[src/rtl/tqtc_pkg.sv]
// Shared constants, codes and types of the track queue transport controller.
`timescale 1ns / 1ps

package tqtc_pkg;

    // Store sizes and track id width.
    localparam int QUEUE_DEPTH   = 16;
    localparam int HISTORY_DEPTH = 16;
    localparam int TRACK_BITS    = 16;

    localparam int QIDX_W = $clog2(QUEUE_DEPTH);
    localparam int QCNT_W = $clog2(QUEUE_DEPTH + 1);
    localparam int HIDX_W = $clog2(HISTORY_DEPTH);
    localparam int HCNT_W = $clog2(HISTORY_DEPTH + 1);

    // Port field widths.
    localparam int CMD_W      = 4;
    localparam int EVENT_W    = 4;
    localparam int TRACK_W    = 16;
    localparam int STATE_W    = 2;
    localparam int COUNT_W    = 5;

    // Command codes.
    localparam logic [CMD_W-1:0] CMD_APPEND   = 4'd0;
    localparam logic [CMD_W-1:0] CMD_LOAD     = 4'd1;
    localparam logic [CMD_W-1:0] CMD_PLAY     = 4'd2;
    localparam logic [CMD_W-1:0] CMD_PAUSE    = 4'd3;
    localparam logic [CMD_W-1:0] CMD_STOP     = 4'd4;
    localparam logic [CMD_W-1:0] CMD_RESUME   = 4'd5;
    localparam logic [CMD_W-1:0] CMD_END      = 4'd6;
    localparam logic [CMD_W-1:0] CMD_FORWARD  = 4'd7;
    localparam logic [CMD_W-1:0] CMD_BACKWARD = 4'd8;

    // Event codes.
    localparam logic [EVENT_W-1:0] EV_NONE     = 4'd0;
    localparam logic [EVENT_W-1:0] EV_LOADED   = 4'd1;
    localparam logic [EVENT_W-1:0] EV_PLAYING  = 4'd2;
    localparam logic [EVENT_W-1:0] EV_PAUSED   = 4'd3;
    localparam logic [EVENT_W-1:0] EV_STOPPED  = 4'd4;
    localparam logic [EVENT_W-1:0] EV_RESUMED  = 4'd5;
    localparam logic [EVENT_W-1:0] EV_ENDED    = 4'd6;
    localparam logic [EVENT_W-1:0] EV_ADVANCED = 4'd7;
    localparam logic [EVENT_W-1:0] EV_RETURNED = 4'd8;
    localparam logic [EVENT_W-1:0] EV_APPENDED = 4'd9;

    // Step commands from the controller to the datapath.
    typedef struct packed {
        logic capture;      // latch the incoming command
        logic read_first;   // address the queue head and history top
        logic read_second;  // latch first reads, address the entry after the head
        logic exec;         // apply the command and register the result
    } ctrl_t;

    // Fit an internal track id to the track field of the ports.
    function automatic logic [TRACK_W-1:0] to_field(input logic [TRACK_BITS-1:0] t);
        logic [31:0] wide;
        wide = 32'(t);
        return wide[TRACK_W-1:0];
    endfunction

endpackage

[src/rtl/track_queue_transport_controller.sv]
// Top level of the track queue transport controller.
// Each accepted command passes the read, latch and execute states; done is registered from execute.
// A new command is taken only while busy is low; the queue RAM has one read port and
// forward needs the head and the entry after it, read one after the other.
// Reset: asynchronous, active low; mode stopped, nothing loaded, both stores empty.
// The receiver cannot stall; each result is shown for exactly one cycle.
`timescale 1ns / 1ps

module track_queue_transport_controller (
    input  logic        clk,
    input  logic        rst_n,
    input  logic        start,
    output logic        busy,
    input  logic [3:0]  command,
    input  logic [15:0] track_id,
    output logic        done,
    output logic [3:0]  event_res,
    output logic [15:0] reported_track,
    output logic [1:0]  player_state,
    output logic        loaded_valid,
    output logic [15:0] loaded_track,
    output logic [4:0]  queue_count,
    output logic [4:0]  history_count,
    output logic        dropped
);

    import tqtc_pkg::*;

    ctrl_t ctrl;

    // Command sequencer.
    tqtc_controller u_controller (
        .clk   (clk),
        .rst_n (rst_n),
        .start (start),
        .busy  (busy),
        .ctrl  (ctrl)
    );

    // Stores, transport registers and result registers.
    tqtc_datapath u_datapath (
        .clk            (clk),
        .rst_n          (rst_n),
        .ctrl           (ctrl),
        .command        (command),
        .track_id       (track_id),
        .done           (done),
        .event_res      (event_res),
        .reported_track (reported_track),
        .player_state   (player_state),
        .loaded_valid   (loaded_valid),
        .loaded_track   (loaded_track),
        .queue_count    (queue_count),
        .history_count  (history_count),
        .dropped        (dropped)
    );

endmodule

[src/rtl/tqtc_ram.sv]
// Generic single-port-write, registered-read RAM.
`timescale 1ns / 1ps

module tqtc_ram #(
    parameter int WIDTH = 16,
    parameter int DEPTH = 16
) (
    input  logic                     clk,
    input  logic                     we,
    input  logic [$clog2(DEPTH)-1:0] waddr,
    input  logic [WIDTH-1:0]         wdata,
    input  logic                     re,
    input  logic [$clog2(DEPTH)-1:0] raddr,
    output logic [WIDTH-1:0]         rdata
);

    logic [WIDTH-1:0] mem [DEPTH];
    logic [WIDTH-1:0] rdata_reg;

    // Write port and registered read port.
    always_ff @(posedge clk)
    begin
        if (we)
        begin
            mem[waddr] <= wdata;
        end
        if (re)
        begin
            rdata_reg <= mem[raddr];
        end
    end

    assign rdata = rdata_reg;

endmodule

[src/rtl/tqtc_datapath.sv]
// Datapath: transport registers, queue and history stores, result registers.
`timescale 1ns / 1ps

module tqtc_datapath (
    input  logic                   clk,
    input  logic                   rst_n,
    input  tqtc_pkg::ctrl_t        ctrl,
    input  logic [3:0]             command,
    input  logic [15:0]            track_id,
    output logic                   done,
    output logic [3:0]             event_res,
    output logic [15:0]            reported_track,
    output logic [1:0]             player_state,
    output logic                   loaded_valid,
    output logic [15:0]            loaded_track,
    output logic [4:0]             queue_count,
    output logic [4:0]             history_count,
    output logic                   dropped
);

    import tqtc_pkg::*;

    typedef enum logic [1:0] {
        MODE_STOPPED = 2'd0,
        MODE_LOADED  = 2'd1,
        MODE_PLAYING = 2'd2,
        MODE_PAUSED  = 2'd3
    } mode_t;

    // Transport and store bookkeeping.
    mode_t                  mode_reg, mode_next;
    logic                   loaded_reg, loaded_next;
    logic [TRACK_BITS-1:0]  cur_reg, cur_next;
    logic [QIDX_W-1:0]      qhead_reg, qhead_next;
    logic [QIDX_W-1:0]      qtail_reg, qtail_next;
    logic [QCNT_W-1:0]      qfill_reg, qfill_next;
    logic [HCNT_W-1:0]      hfill_reg, hfill_next;

    // Latched command and first-read data.
    logic [CMD_W-1:0]       cmd_reg;
    logic [TRACK_BITS-1:0]  tid_reg;
    logic [TRACK_BITS-1:0]  first_reg;
    logic [TRACK_BITS-1:0]  top_reg;

    // Result registers.
    logic                   done_reg;
    logic [EVENT_W-1:0]     event_reg, event_next;
    logic [TRACK_BITS-1:0]  rep_reg, rep_next;
    logic                   drop_reg, drop_next;

    // Store ports.
    logic                   q_we;
    logic [QIDX_W-1:0]      q_waddr;
    logic [TRACK_BITS-1:0]  q_wdata;
    logic                   q_re;
    logic [QIDX_W-1:0]      q_raddr;
    logic [TRACK_BITS-1:0]  q_rdata;
    logic                   h_we;
    logic [HIDX_W-1:0]      h_waddr;
    logic [HIDX_W-1:0]      h_raddr;
    logic [TRACK_BITS-1:0]  h_rdata;

    logic                   q_full;
    logic                   h_full;

    function automatic logic [QIDX_W-1:0] q_inc(input logic [QIDX_W-1:0] p);
        return (p == QIDX_W'(QUEUE_DEPTH - 1)) ? '0 : p + 1'b1;
    endfunction

    assign q_full = (qfill_reg == QCNT_W'(QUEUE_DEPTH));
    assign h_full = (hfill_reg == HCNT_W'(HISTORY_DEPTH));

    // Read addresses: head then the entry after it; history top.
    assign q_re    = ctrl.read_first | ctrl.read_second;
    assign q_raddr = ctrl.read_second ? q_inc(qhead_reg) : qhead_reg;
    assign h_raddr = (hfill_reg == '0) ? '0 : HIDX_W'(hfill_reg - 1'b1);

    tqtc_ram #(
        .WIDTH (TRACK_BITS),
        .DEPTH (QUEUE_DEPTH)
    ) u_queue_ram (
        .clk   (clk),
        .we    (q_we),
        .waddr (q_waddr),
        .wdata (q_wdata),
        .re    (q_re),
        .raddr (q_raddr),
        .rdata (q_rdata)
    );

    tqtc_ram #(
        .WIDTH (TRACK_BITS),
        .DEPTH (HISTORY_DEPTH)
    ) u_history_ram (
        .clk   (clk),
        .we    (h_we),
        .waddr (h_waddr),
        .wdata (first_reg),
        .re    (ctrl.read_first),
        .raddr (h_raddr),
        .rdata (h_rdata)
    );

    // Command execution.
    always_comb
    begin
        mode_next   = mode_reg;
        loaded_next = loaded_reg;
        cur_next    = cur_reg;
        qhead_next  = qhead_reg;
        qtail_next  = qtail_reg;
        qfill_next  = qfill_reg;
        hfill_next  = hfill_reg;
        event_next  = EV_NONE;
        rep_next    = '0;
        drop_next   = 1'b0;
        q_we        = 1'b0;
        q_waddr     = qtail_reg;
        q_wdata     = tid_reg;
        h_we        = 1'b0;
        h_waddr     = hfill_reg[HIDX_W-1:0];

        if (ctrl.exec)
        begin
            case (cmd_reg)
                CMD_APPEND:
                begin
                    if (!q_full)
                    begin
                        q_we       = 1'b1;
                        qtail_next = q_inc(qtail_reg);
                        qfill_next = qfill_reg + 1'b1;
                        event_next = EV_APPENDED;
                        rep_next   = tid_reg;
                    end
                    else
                    begin
                        drop_next = 1'b1;
                    end
                end
                CMD_LOAD:
                begin
                    if (mode_reg == MODE_STOPPED)
                    begin
                        loaded_next = 1'b0;
                        cur_next    = '0;
                        if (qfill_reg != '0)
                        begin
                            loaded_next = 1'b1;
                            cur_next    = first_reg;
                            mode_next   = MODE_LOADED;
                            event_next  = EV_LOADED;
                            rep_next    = first_reg;
                        end
                    end
                end
                CMD_PLAY:
                begin
                    if (mode_reg == MODE_LOADED)
                    begin
                        mode_next  = MODE_PLAYING;
                        event_next = EV_PLAYING;
                        rep_next   = cur_reg;
                    end
                end
                CMD_PAUSE:
                begin
                    if (mode_reg == MODE_PLAYING)
                    begin
                        mode_next  = MODE_PAUSED;
                        event_next = EV_PAUSED;
                        rep_next   = cur_reg;
                    end
                end
                CMD_STOP:
                begin
                    if (mode_reg != MODE_STOPPED)
                    begin
                        mode_next  = MODE_STOPPED;
                        event_next = EV_STOPPED;
                        rep_next   = loaded_reg ? cur_reg : '0;
                    end
                end
                CMD_RESUME:
                begin
                    if (mode_reg == MODE_PAUSED)
                    begin
                        mode_next  = MODE_PLAYING;
                        event_next = EV_RESUMED;
                        rep_next   = cur_reg;
                    end
                end
                CMD_END:
                begin
                    if (mode_reg == MODE_PLAYING)
                    begin
                        mode_next  = MODE_STOPPED;
                        event_next = EV_ENDED;
                        if (qfill_reg != '0)
                        begin
                            qhead_next = q_inc(qhead_reg);
                            qfill_next = qfill_reg - 1'b1;
                            rep_next   = first_reg;
                            if (!h_full)
                            begin
                                h_we       = 1'b1;
                                hfill_next = hfill_reg + 1'b1;
                            end
                            else
                            begin
                                drop_next = 1'b1;
                            end
                        end
                    end
                end
                CMD_FORWARD:
                begin
                    if (qfill_reg != '0)
                    begin
                        qhead_next = q_inc(qhead_reg);
                        qfill_next = qfill_reg - 1'b1;
                        // The new head came from the second queue read.
                        if (qfill_reg > QCNT_W'(1))
                        begin
                            loaded_next = 1'b1;
                            cur_next    = q_rdata;
                        end
                        else
                        begin
                            loaded_next = 1'b0;
                            cur_next    = '0;
                        end
                        if (!h_full)
                        begin
                            h_we       = 1'b1;
                            hfill_next = hfill_reg + 1'b1;
                        end
                        else
                        begin
                            drop_next = 1'b1;
                        end
                        event_next = EV_ADVANCED;
                        rep_next   = first_reg;
                    end
                end
                CMD_BACKWARD:
                begin
                    if (hfill_reg != '0)
                    begin
                        hfill_next  = hfill_reg - 1'b1;
                        loaded_next = 1'b1;
                        cur_next    = top_reg;
                        q_wdata     = top_reg;
                        if (!q_full)
                        begin
                            q_we       = 1'b1;
                            qtail_next = q_inc(qtail_reg);
                            qfill_next = qfill_reg + 1'b1;
                        end
                        else
                        begin
                            drop_next = 1'b1;
                        end
                        event_next = EV_RETURNED;
                        rep_next   = top_reg;
                    end
                end
                default:
                begin
                    event_next = EV_NONE;
                end
            endcase
        end
    end

    // Control registers.
    always_ff @(posedge clk or negedge rst_n)
    begin
        if (!rst_n)
        begin
            mode_reg   <= MODE_STOPPED;
            loaded_reg <= 1'b0;
            cur_reg    <= '0;
            qhead_reg  <= '0;
            qtail_reg  <= '0;
            qfill_reg  <= '0;
            hfill_reg  <= '0;
            done_reg   <= 1'b0;
        end
        else
        begin
            mode_reg   <= mode_next;
            loaded_reg <= loaded_next;
            cur_reg    <= cur_next;
            qhead_reg  <= qhead_next;
            qtail_reg  <= qtail_next;
            qfill_reg  <= qfill_next;
            hfill_reg  <= hfill_next;
            done_reg   <= ctrl.exec;
        end
    end

    // Payload registers: command latch, first reads and the result.
    always_ff @(posedge clk)
    begin
        if (ctrl.capture)
        begin
            cmd_reg <= command;
            tid_reg <= TRACK_BITS'(track_id);
        end
        if (ctrl.read_second)
        begin
            first_reg <= q_rdata;
            top_reg   <= h_rdata;
        end
        if (ctrl.exec)
        begin
            event_reg <= event_next;
            rep_reg   <= rep_next;
            drop_reg  <= drop_next;
        end
    end

    assign done           = done_reg;
    assign event_res      = event_reg;
    assign reported_track = to_field(rep_reg);
    assign player_state   = STATE_W'(mode_reg);
    assign loaded_valid   = loaded_reg;
    assign loaded_track   = loaded_reg ? to_field(cur_reg) : '0;
    assign queue_count    = COUNT_W'(qfill_reg);
    assign history_count  = COUNT_W'(hfill_reg);
    assign dropped        = drop_reg;

endmodule

[src/rtl/tqtc_controller.sv]
// Controller: sequences each command through read, latch and execute steps.
`timescale 1ns / 1ps

module tqtc_controller (
    input  logic             clk,
    input  logic             rst_n,
    input  logic             start,
    output logic             busy,
    output tqtc_pkg::ctrl_t  ctrl
);

    import tqtc_pkg::*;

    typedef enum logic [1:0] {
        ST_IDLE  = 2'd0,
        ST_READ  = 2'd1,
        ST_LATCH = 2'd2,
        ST_EXEC  = 2'd3
    } state_t;

    state_t state_reg, state_next;
    logic   busy_reg, busy_next;

    // Next state and busy flag.
    always_comb
    begin
        state_next = state_reg;
        busy_next  = busy_reg;
        case (state_reg)
            ST_IDLE:
            begin
                if (start)
                begin
                    state_next = ST_READ;
                    busy_next  = 1'b1;
                end
            end
            ST_READ:
            begin
                state_next = ST_LATCH;
            end
            ST_LATCH:
            begin
                state_next = ST_EXEC;
            end
            ST_EXEC:
            begin
                state_next = ST_IDLE;
                busy_next  = 1'b0;
            end
            default:
            begin
                state_next = ST_IDLE;
                busy_next  = 1'b0;
            end
        endcase
    end

    // State and registered busy.
    always_ff @(posedge clk or negedge rst_n)
    begin
        if (!rst_n)
        begin
            state_reg <= ST_IDLE;
            busy_reg  <= 1'b0;
        end
        else
        begin
            state_reg <= state_next;
            busy_reg  <= busy_next;
        end
    end

    // Step commands decoded from the state.
    assign ctrl.capture     = (state_reg == ST_IDLE) && start;
    assign ctrl.read_first  = (state_reg == ST_READ);
    assign ctrl.read_second = (state_reg == ST_LATCH);
    assign ctrl.exec        = (state_reg == ST_EXEC);
    assign busy             = busy_reg;

endmodule

[config.mk]
export PLATFORM = sky130hd
export DESIGN_NAME = track_queue_transport_controller
export DESIGN_NICKNAME = d
export VERILOG_FILES = /design/src/rtl/tqtc_pkg.sv /design/src/rtl/track_queue_transport_controller.sv /design/src/rtl/tqtc_ram.sv /design/src/rtl/tqtc_datapath.sv /design/src/rtl/tqtc_controller.sv
export SDC_FILE = /design/constraint.sdc
export NUM_CORES = 1
export LEC_CHECK = 0
export BUFFER_PORTS_ARGS = -buffer_cell sky130_fd_sc_hd__buf_2
export CAP_MARGIN = 15
export CORE_ASPECT_RATIO = 0.75
export CORE_MARGIN = 5
export CORE_UTILIZATION = 65
export CTS_CLUSTER_SIZE = 14
export DETAILED_ROUTE_END_ITERATION = 10
export PLACE_DENSITY = 0.88
export SKIP_LAST_GASP = 1
export SLEW_MARGIN = 10
export SYNTH_ARGS = -nofsm -noshare
export SYNTH_HDL_FRONTEND = slang
export SYNTH_HIERARCHICAL = 1
export SYNTH_SLANG_ARGS = --single-unit
[constraint.sdc]
create_clock -name clk -period 6.4 [get_ports clk]
set_input_delay 0.64 -clock clk [delete_from_list [all_inputs] [get_ports clk]]
set_output_delay 0.64 -clock clk [all_outputs]
set_load 0.02 [all_outputs]
* Word level (Yosys, flattened, before mapping)
Memories as Yosys holds them, arrays and structs flattened. A register that Yosys moved wholly into a read port is not among the register bits.
Cells that the tools add are included.
** Word-level totals
- Register bits :: 114
- Bits in latches :: 0
- Bits in writable memories :: 512
- Bits in read-only memories :: 0
- Bits of input ports :: 23
- Output and inout bits :: 52
- Logic and storage cells :: 164
- Memories kept :: 2
** Operators by class
- Add/sub/neg operators :: 6
- Multipliers :: 0
- Divide/modulo/power cells :: 0
- Order comparisons :: 1
- Eq/ne operators :: 28
- Shift-type cells :: 0
- Mux-type cells :: 87
- Bitwise logic cells :: 1
- Reductions and logical operators :: 22
** Memories
- u_datapath.u_history_ram.mem :: words 16, width 16, rd ports 1, clocked after Yosys merged registers in 1, wr ports 1, line tqtc_ram.sv:17 : logic [WIDTH-1:0] mem [DEPTH];
- u_datapath.u_queue_ram.mem :: words 16, width 16, rd ports 1, clocked after Yosys merged registers in 1, wr ports 1, line tqtc_ram.sv:17
** Operators by type and width (number)
- 16-bit 2-to-1 mux :: 17
- 16-bit case mux with 9 select lines :: 1
- 16-bit case mux with 3 select lines :: 1
- 4-bit 2-to-1 mux :: 11
- 5-bit 2-to-1 mux :: 8
- 4-bit case mux with 9 select lines :: 1
- 1-bit 2-to-1 mux :: 23
- 2-bit 2-to-1 mux :: 10
- 5-bit case mux with 4 select lines :: 1
- 2-bit by 1-bit inequality test with 1-bit output (second input constant) :: 9
- 4-bit by 3-bit == test with 1-bit output (second input constant) :: 4
- 4-bit case mux with 2 select lines :: 2
- 5-bit case mux with 3 select lines :: 1
- 4-bit == test (second input constant) :: 3
- 3-bit 2-to-1 mux :: 4
- 2-bit case mux with 6 select lines :: 1
- 5-bit by 1-bit adder with 5-bit output (second input constant) :: 2
- 5-bit == test (second input constant) :: 2
- 5-bit nonzero test :: 2
- 5-bit by 1-bit subtractor with 5-bit output (second input constant) :: 2
- 9-bit AND reduction :: 1
- 4-bit by 1-bit adder with 4-bit output (second input constant) :: 2
- 2-bit == test (second input constant) :: 4
- 4-bit by 2-bit == test with 1-bit output (second input constant) :: 2
- other kinds (21) :: 31

* Logic depth before layout (Yosys ltp)
- Depth in word-level cells :: 8
- Gate-level depth with buffers :: 10
- Mapped depth without buffers :: 8

* Modules after synthesis
The synthesis kept the hierarchy.
** By module, submodules not included
- tqtc_ram :: instances 2, cells each 432, area each 10202.3 um2, sequential area each 8167.8 um2
- tqtc_datapath :: instances 1, cells each 442, area each 5452.7 um2, sequential area each 3143.0 um2
- tqtc_controller :: instances 1, cells each 19, area each 231.5 um2, sequential area each 75.1 um2

* Worst setup path before layout
OpenSTA, ideal clock, no wires.
- Path kind :: flip-flop to flip-flop
- Start point :: register u_controller.state_reg[1]
- End point :: memory u_datapath.u_queue_ram.mem[0][0] (enable)
- Library setup time :: 409 ps
- Arrival :: 3554 ps
- Data required time :: 5991 ps
- Path slack :: 2437 ps
- Cell stages (with the launch flop) :: 7
- Path buffers :: 1
- Clock period less this slack :: 3963 ps
- Cell sequence :: dfrtp_1 ha_1 clkbuf_1 inv_1 a2111oi_4 or3b_2 nor3_1
** RTL lines
- from (decl) :: line tqtc_controller.sv:21 : state_t state_reg, state_next;
- from (signal assigned) :: line tqtc_controller.sv:69 : state_reg <= state_next;
- to (decl) :: line tqtc_ram.sv:17

* Worst setup path after layout
- Start point :: register u_datapath.cmd_reg[0]
- End point :: memory u_datapath.u_queue_ram.mem[10][9] (enable)
** On the way
- Longest elaborated chain between the ends :: 5
- Elaborated cells on any way between the ends :: 6
- Those cells by class :: 1 x eq/ne; 4 x mux; 1 x reduce/logical
** RTL lines
- from (decl) :: line tqtc_datapath.sv:40 : logic [CMD_W-1:0] cmd_reg;
- from (signal assigned) :: line tqtc_datapath.sv:308 : cmd_reg <= command;
- 4-bit == test / 4-bit zero test (equally long branches) :: line tqtc_datapath.sv:125 : case (cmd_reg)
- 1-bit case mux with 2 select lines * :: line tqtc_datapath.sv:125
- 1-bit 2-to-1 mux * :: line tqtc_datapath.sv:123 : if (ctrl.exec)
- via u_datapath.q_we :: line tqtc_datapath.sv:52 : logic q_we;
- 1-bit 2-to-1 mux * :: line tqtc_ram.sv:23 : if (we)
- 1-bit 2-to-1 mux (not written as such) * :: line tqtc_ram.sv:25 : mem[waddr] <= wdata;
The timed path passes the listed nets; every way through them passes the cells marked *.

==> reports/summary.txt <==
gr usage total - 30.97%
Crit. Startpoint - u_datapath/cmd_reg[0]$_DFFE_PP_
final critical-path required period - 4.168 ns
largest registers - u_datapath/u_history_ram/mem (256), u_datapath/u_queue_ram/mem (256)
Clock Skew - 0.02902 ns
Main synth FF type - edfxtp_1
Die Width - 241.3 µm
Max-Cap Viols - 0
total CTS buffers - 59
clk slew on worst S/H paths - 0.06 ns
max-slew violations - 0
io pins - 75
FF+latch area - 19550 µm²
Worst Setup End Kind - register
Cells after Synth - 1325
Worst Path Max Fanout - 19
CTS tree - yes
Setup CP Type - register to register
maximum vdd drop - 0.3301 mV
post-cts resize count - 0
DR vias/cell - 7.434
sequential fraction of the synthesis area - 74.95%
CTS max path bufs - 3
Gate power share - 29.9%
multi-input logic area - 6172 µm²
R2R setup slack - 2.23 ns
DR vias - 14913
DP Worst Slack - 2.307 ns
Required @ worst endpoint - 6.70 ns
die height - 183.5 µm
Sw Ratio - 33.14%
Die Footprint - 44290 µm²
Post-Syn Nets - 1363
diode count - 0
count of state elements after synthesis - 658
Root Driver - clkbuf_16
Layout Cells excl Fill - 2006
crit path DAT - 4.47 ns
Worst Setup Start Kind - register
GP Congestion - 0.9150
RSZ-0062 raised after global routing - false
CTS Sinks - 658
share of cells above drive strength 1 - 24.36%
hpwl dp - 37060 µm
vias in the first global route - 14692
Clock Power Share - 25.5%
Filler Cell Count - 2034
crit share post-route - 65.12%
Worst R2R Start - u_datapath/cmd_reg[0]$_DFFE_PP_
number of I/O port buffers - 74
Flop pwr share - 44.6%
Cell Rows - 63
First-pass DRT Iterations - 6
initial antenna violation count - 1
sw power - 4.655 mW
wirelength, routed - 67710 µm
setup slack after layout - 2.232 ns
synth unique cells - 68
largest net degree at the start of global routing - 65
Max Freq - 0.2399 GHz
async set or reset register ratio after synthesis - 6.231%
Pwr per Cell Area - 482.2 nW/µm²
dpl cells - 1892
fin nets - 1474
CTS Hold Bufs - 0
Final Hold Fails - 0
final setup fails - 0
WL/cell - 33.75 µm
Starting Density - 65.93%
drc violations - 0
Max-slew headroom - 15.97%
run status - complete, no violations
Slew @ Worst Pin - 1.259 ns
Power Internal - 9.392 mW
Avg Cell Area, Syn - 19.69 µm²
Post-synth EDFFs - 617
H-Tree Depth - 2
synth-to-layout area growth - 11.65%
first-pass GRT wire length - 99680 µm
core area - 39570 µm²
Post-CTS Setup Bufs - 0
HP Class - input pin to async pin
setup TNS - 0 ns
post-layout util - 73.61%
Final ANT Viol Nets - 0
1st-iter DRT viols - 2665
GR Overflow Total - 0
worst skew pair latency - 0.62 ns
leak pwr - 9.653 nW
Post-Syn Area - 26090 µm²
Ys Warns - 6
[cells in the mapped netlist (6+ instances only)]
cell type,instances,share of area [%]
inv_1,13,0.19
a222oi_1,16,0.61
xor2_1,6,0.20
mux2_2,13,0.56
nand3b_1,7,0.20
ha_1,15,0.72
mux2_1,10,0.43
buf_4,6,0.17
nor3_1,10,0.19
nand4_1,6,0.14
a22oi_1,81,2.3
buf_1,8,0.12
buf_2,15,0.29
nor2_1,76,1.1
nand2b_1,10,0.24
edfxtp_1,617,71
and2_1,20,0.48
nand3_1,8,0.15
nand2_1,47,0.68
mux4_2,108,9.3
o21ai_0,9,0.17
a221o_1,16,0.61
buf_6,15,0.65
nor2b_1,8,0.19
xnor2_1,9,0.30
a21oi_1,32,0.61
mux4_1,20,2.0
clkbuf_1,27,0.39
dfrtp_1,41,3.9
[power groups by stage]
stage	logic (mW)	registers, mW	clock network (mW)
6_report	4.21	6.26	3.58
5_1_grt	4.42	6.29	3.82
4_1_cts	4.16	6.22	3.61
3_5_place_dp	4.02	6.26	0
3_3_place_gp	3.88	6.21	0
2_1_floorplan	3.02	6.05	0
[critical path: stages, from the launching register on]
cell	delay, ns
edfxtp_1	0.66
or3_1	0.90
a2111oi_4	0.76
nand3b_1	0.30
nor2_1	0.86
buf_4	0.37
[path summary, 6_finish.rpt]
check                                                         endpoint  cells after the start
max                        u_datapath/u_queue_ram/mem[10][9]$_DFFE_PP_                      5
min reg2reg                            u_datapath/top_reg[8]$_DFFE_PP_                      0
min                                 u_datapath/cur_reg[13]$_DFFE_PN0P_                      1
min in group clk                      u_datapath/tid_reg[10]$_DFFE_PP_                      1
max reg2reg                u_datapath/u_queue_ram/mem[10][9]$_DFFE_PP_                      5
max in group asynchronous      u_datapath/history_count[3]$_DFFE_PN0P_                      1
[routing by layer]
metal,GRT usage [%],routed length (µm)
met1,44.74,22680
met4,12.29,3702
met3,8.143,10350
met2,46.59,30970
met5,0,7
[layout make-up]
class                      instances  area share (%)
clock inverter                    24           1.078
sequential                       658           67.13
tap                              520           2.234
multi-input combinational        583           21.19
inverter                          13          0.1675
clock buffer                      87           5.601
timing repair buffer             121           2.599
[cell families (layout without fill, tap and decap cells)]
family | count (synthesis) | after routing | share of synthesized area (%)
xor gates and xnor gates | 15 | 15 | 0.5036
muxes | 155 | 155 | 12.50
adders and majority gates | 15 | 15 | 0.7194
DFF | 658 | 658 | 74.95
buffers and inverters | 84 | 245 | 1.798
and+or+nand+nor | 215 | 215 | 4.268
AOI/OAI and AO/OA | 183 | 183 | 5.256
[through the flow]
step / power, mW / area [µm²] / hold WS (ns)
floorplan: 9.072 / 26090 / 0.3444
global placement: 10.09 / 27130 / 0.4044
detailed placement: 10.29 / 27130 / 0.4061
CTS: 13.99 / 29070 / 0.1909
global route: 14.53 / 29130 / 0.08369
finish: 14.05 / 29130 / 0.05456
[placed cells by master, fill, tap and decap left out, types with 8 or more instances in the layout]
cell / instances
buf_2: 73
nand2b_1: 10
edfxtp_1: 617
clkinv_1: 8
ha_1: 14
clkbuf_16: 59
mux4_2: 108
nand2_1: 47
a21oi_1: 31
and2_1: 20
nand3_1: 8
nor2_2: 9
o21ai_0: 9
dfrtp_1: 41
xnor2_1: 9
a221o_1: 16
mux2_1: 10
mux4_1: 20
clkbuf_1: 23
mux2_2: 12
nor2_1: 65
nor3_2: 8
buf_4: 44
inv_1: 13
a22oi_1: 81
a222oi_1: 16
Note: power is estimated with default switching activity, not from simulation.
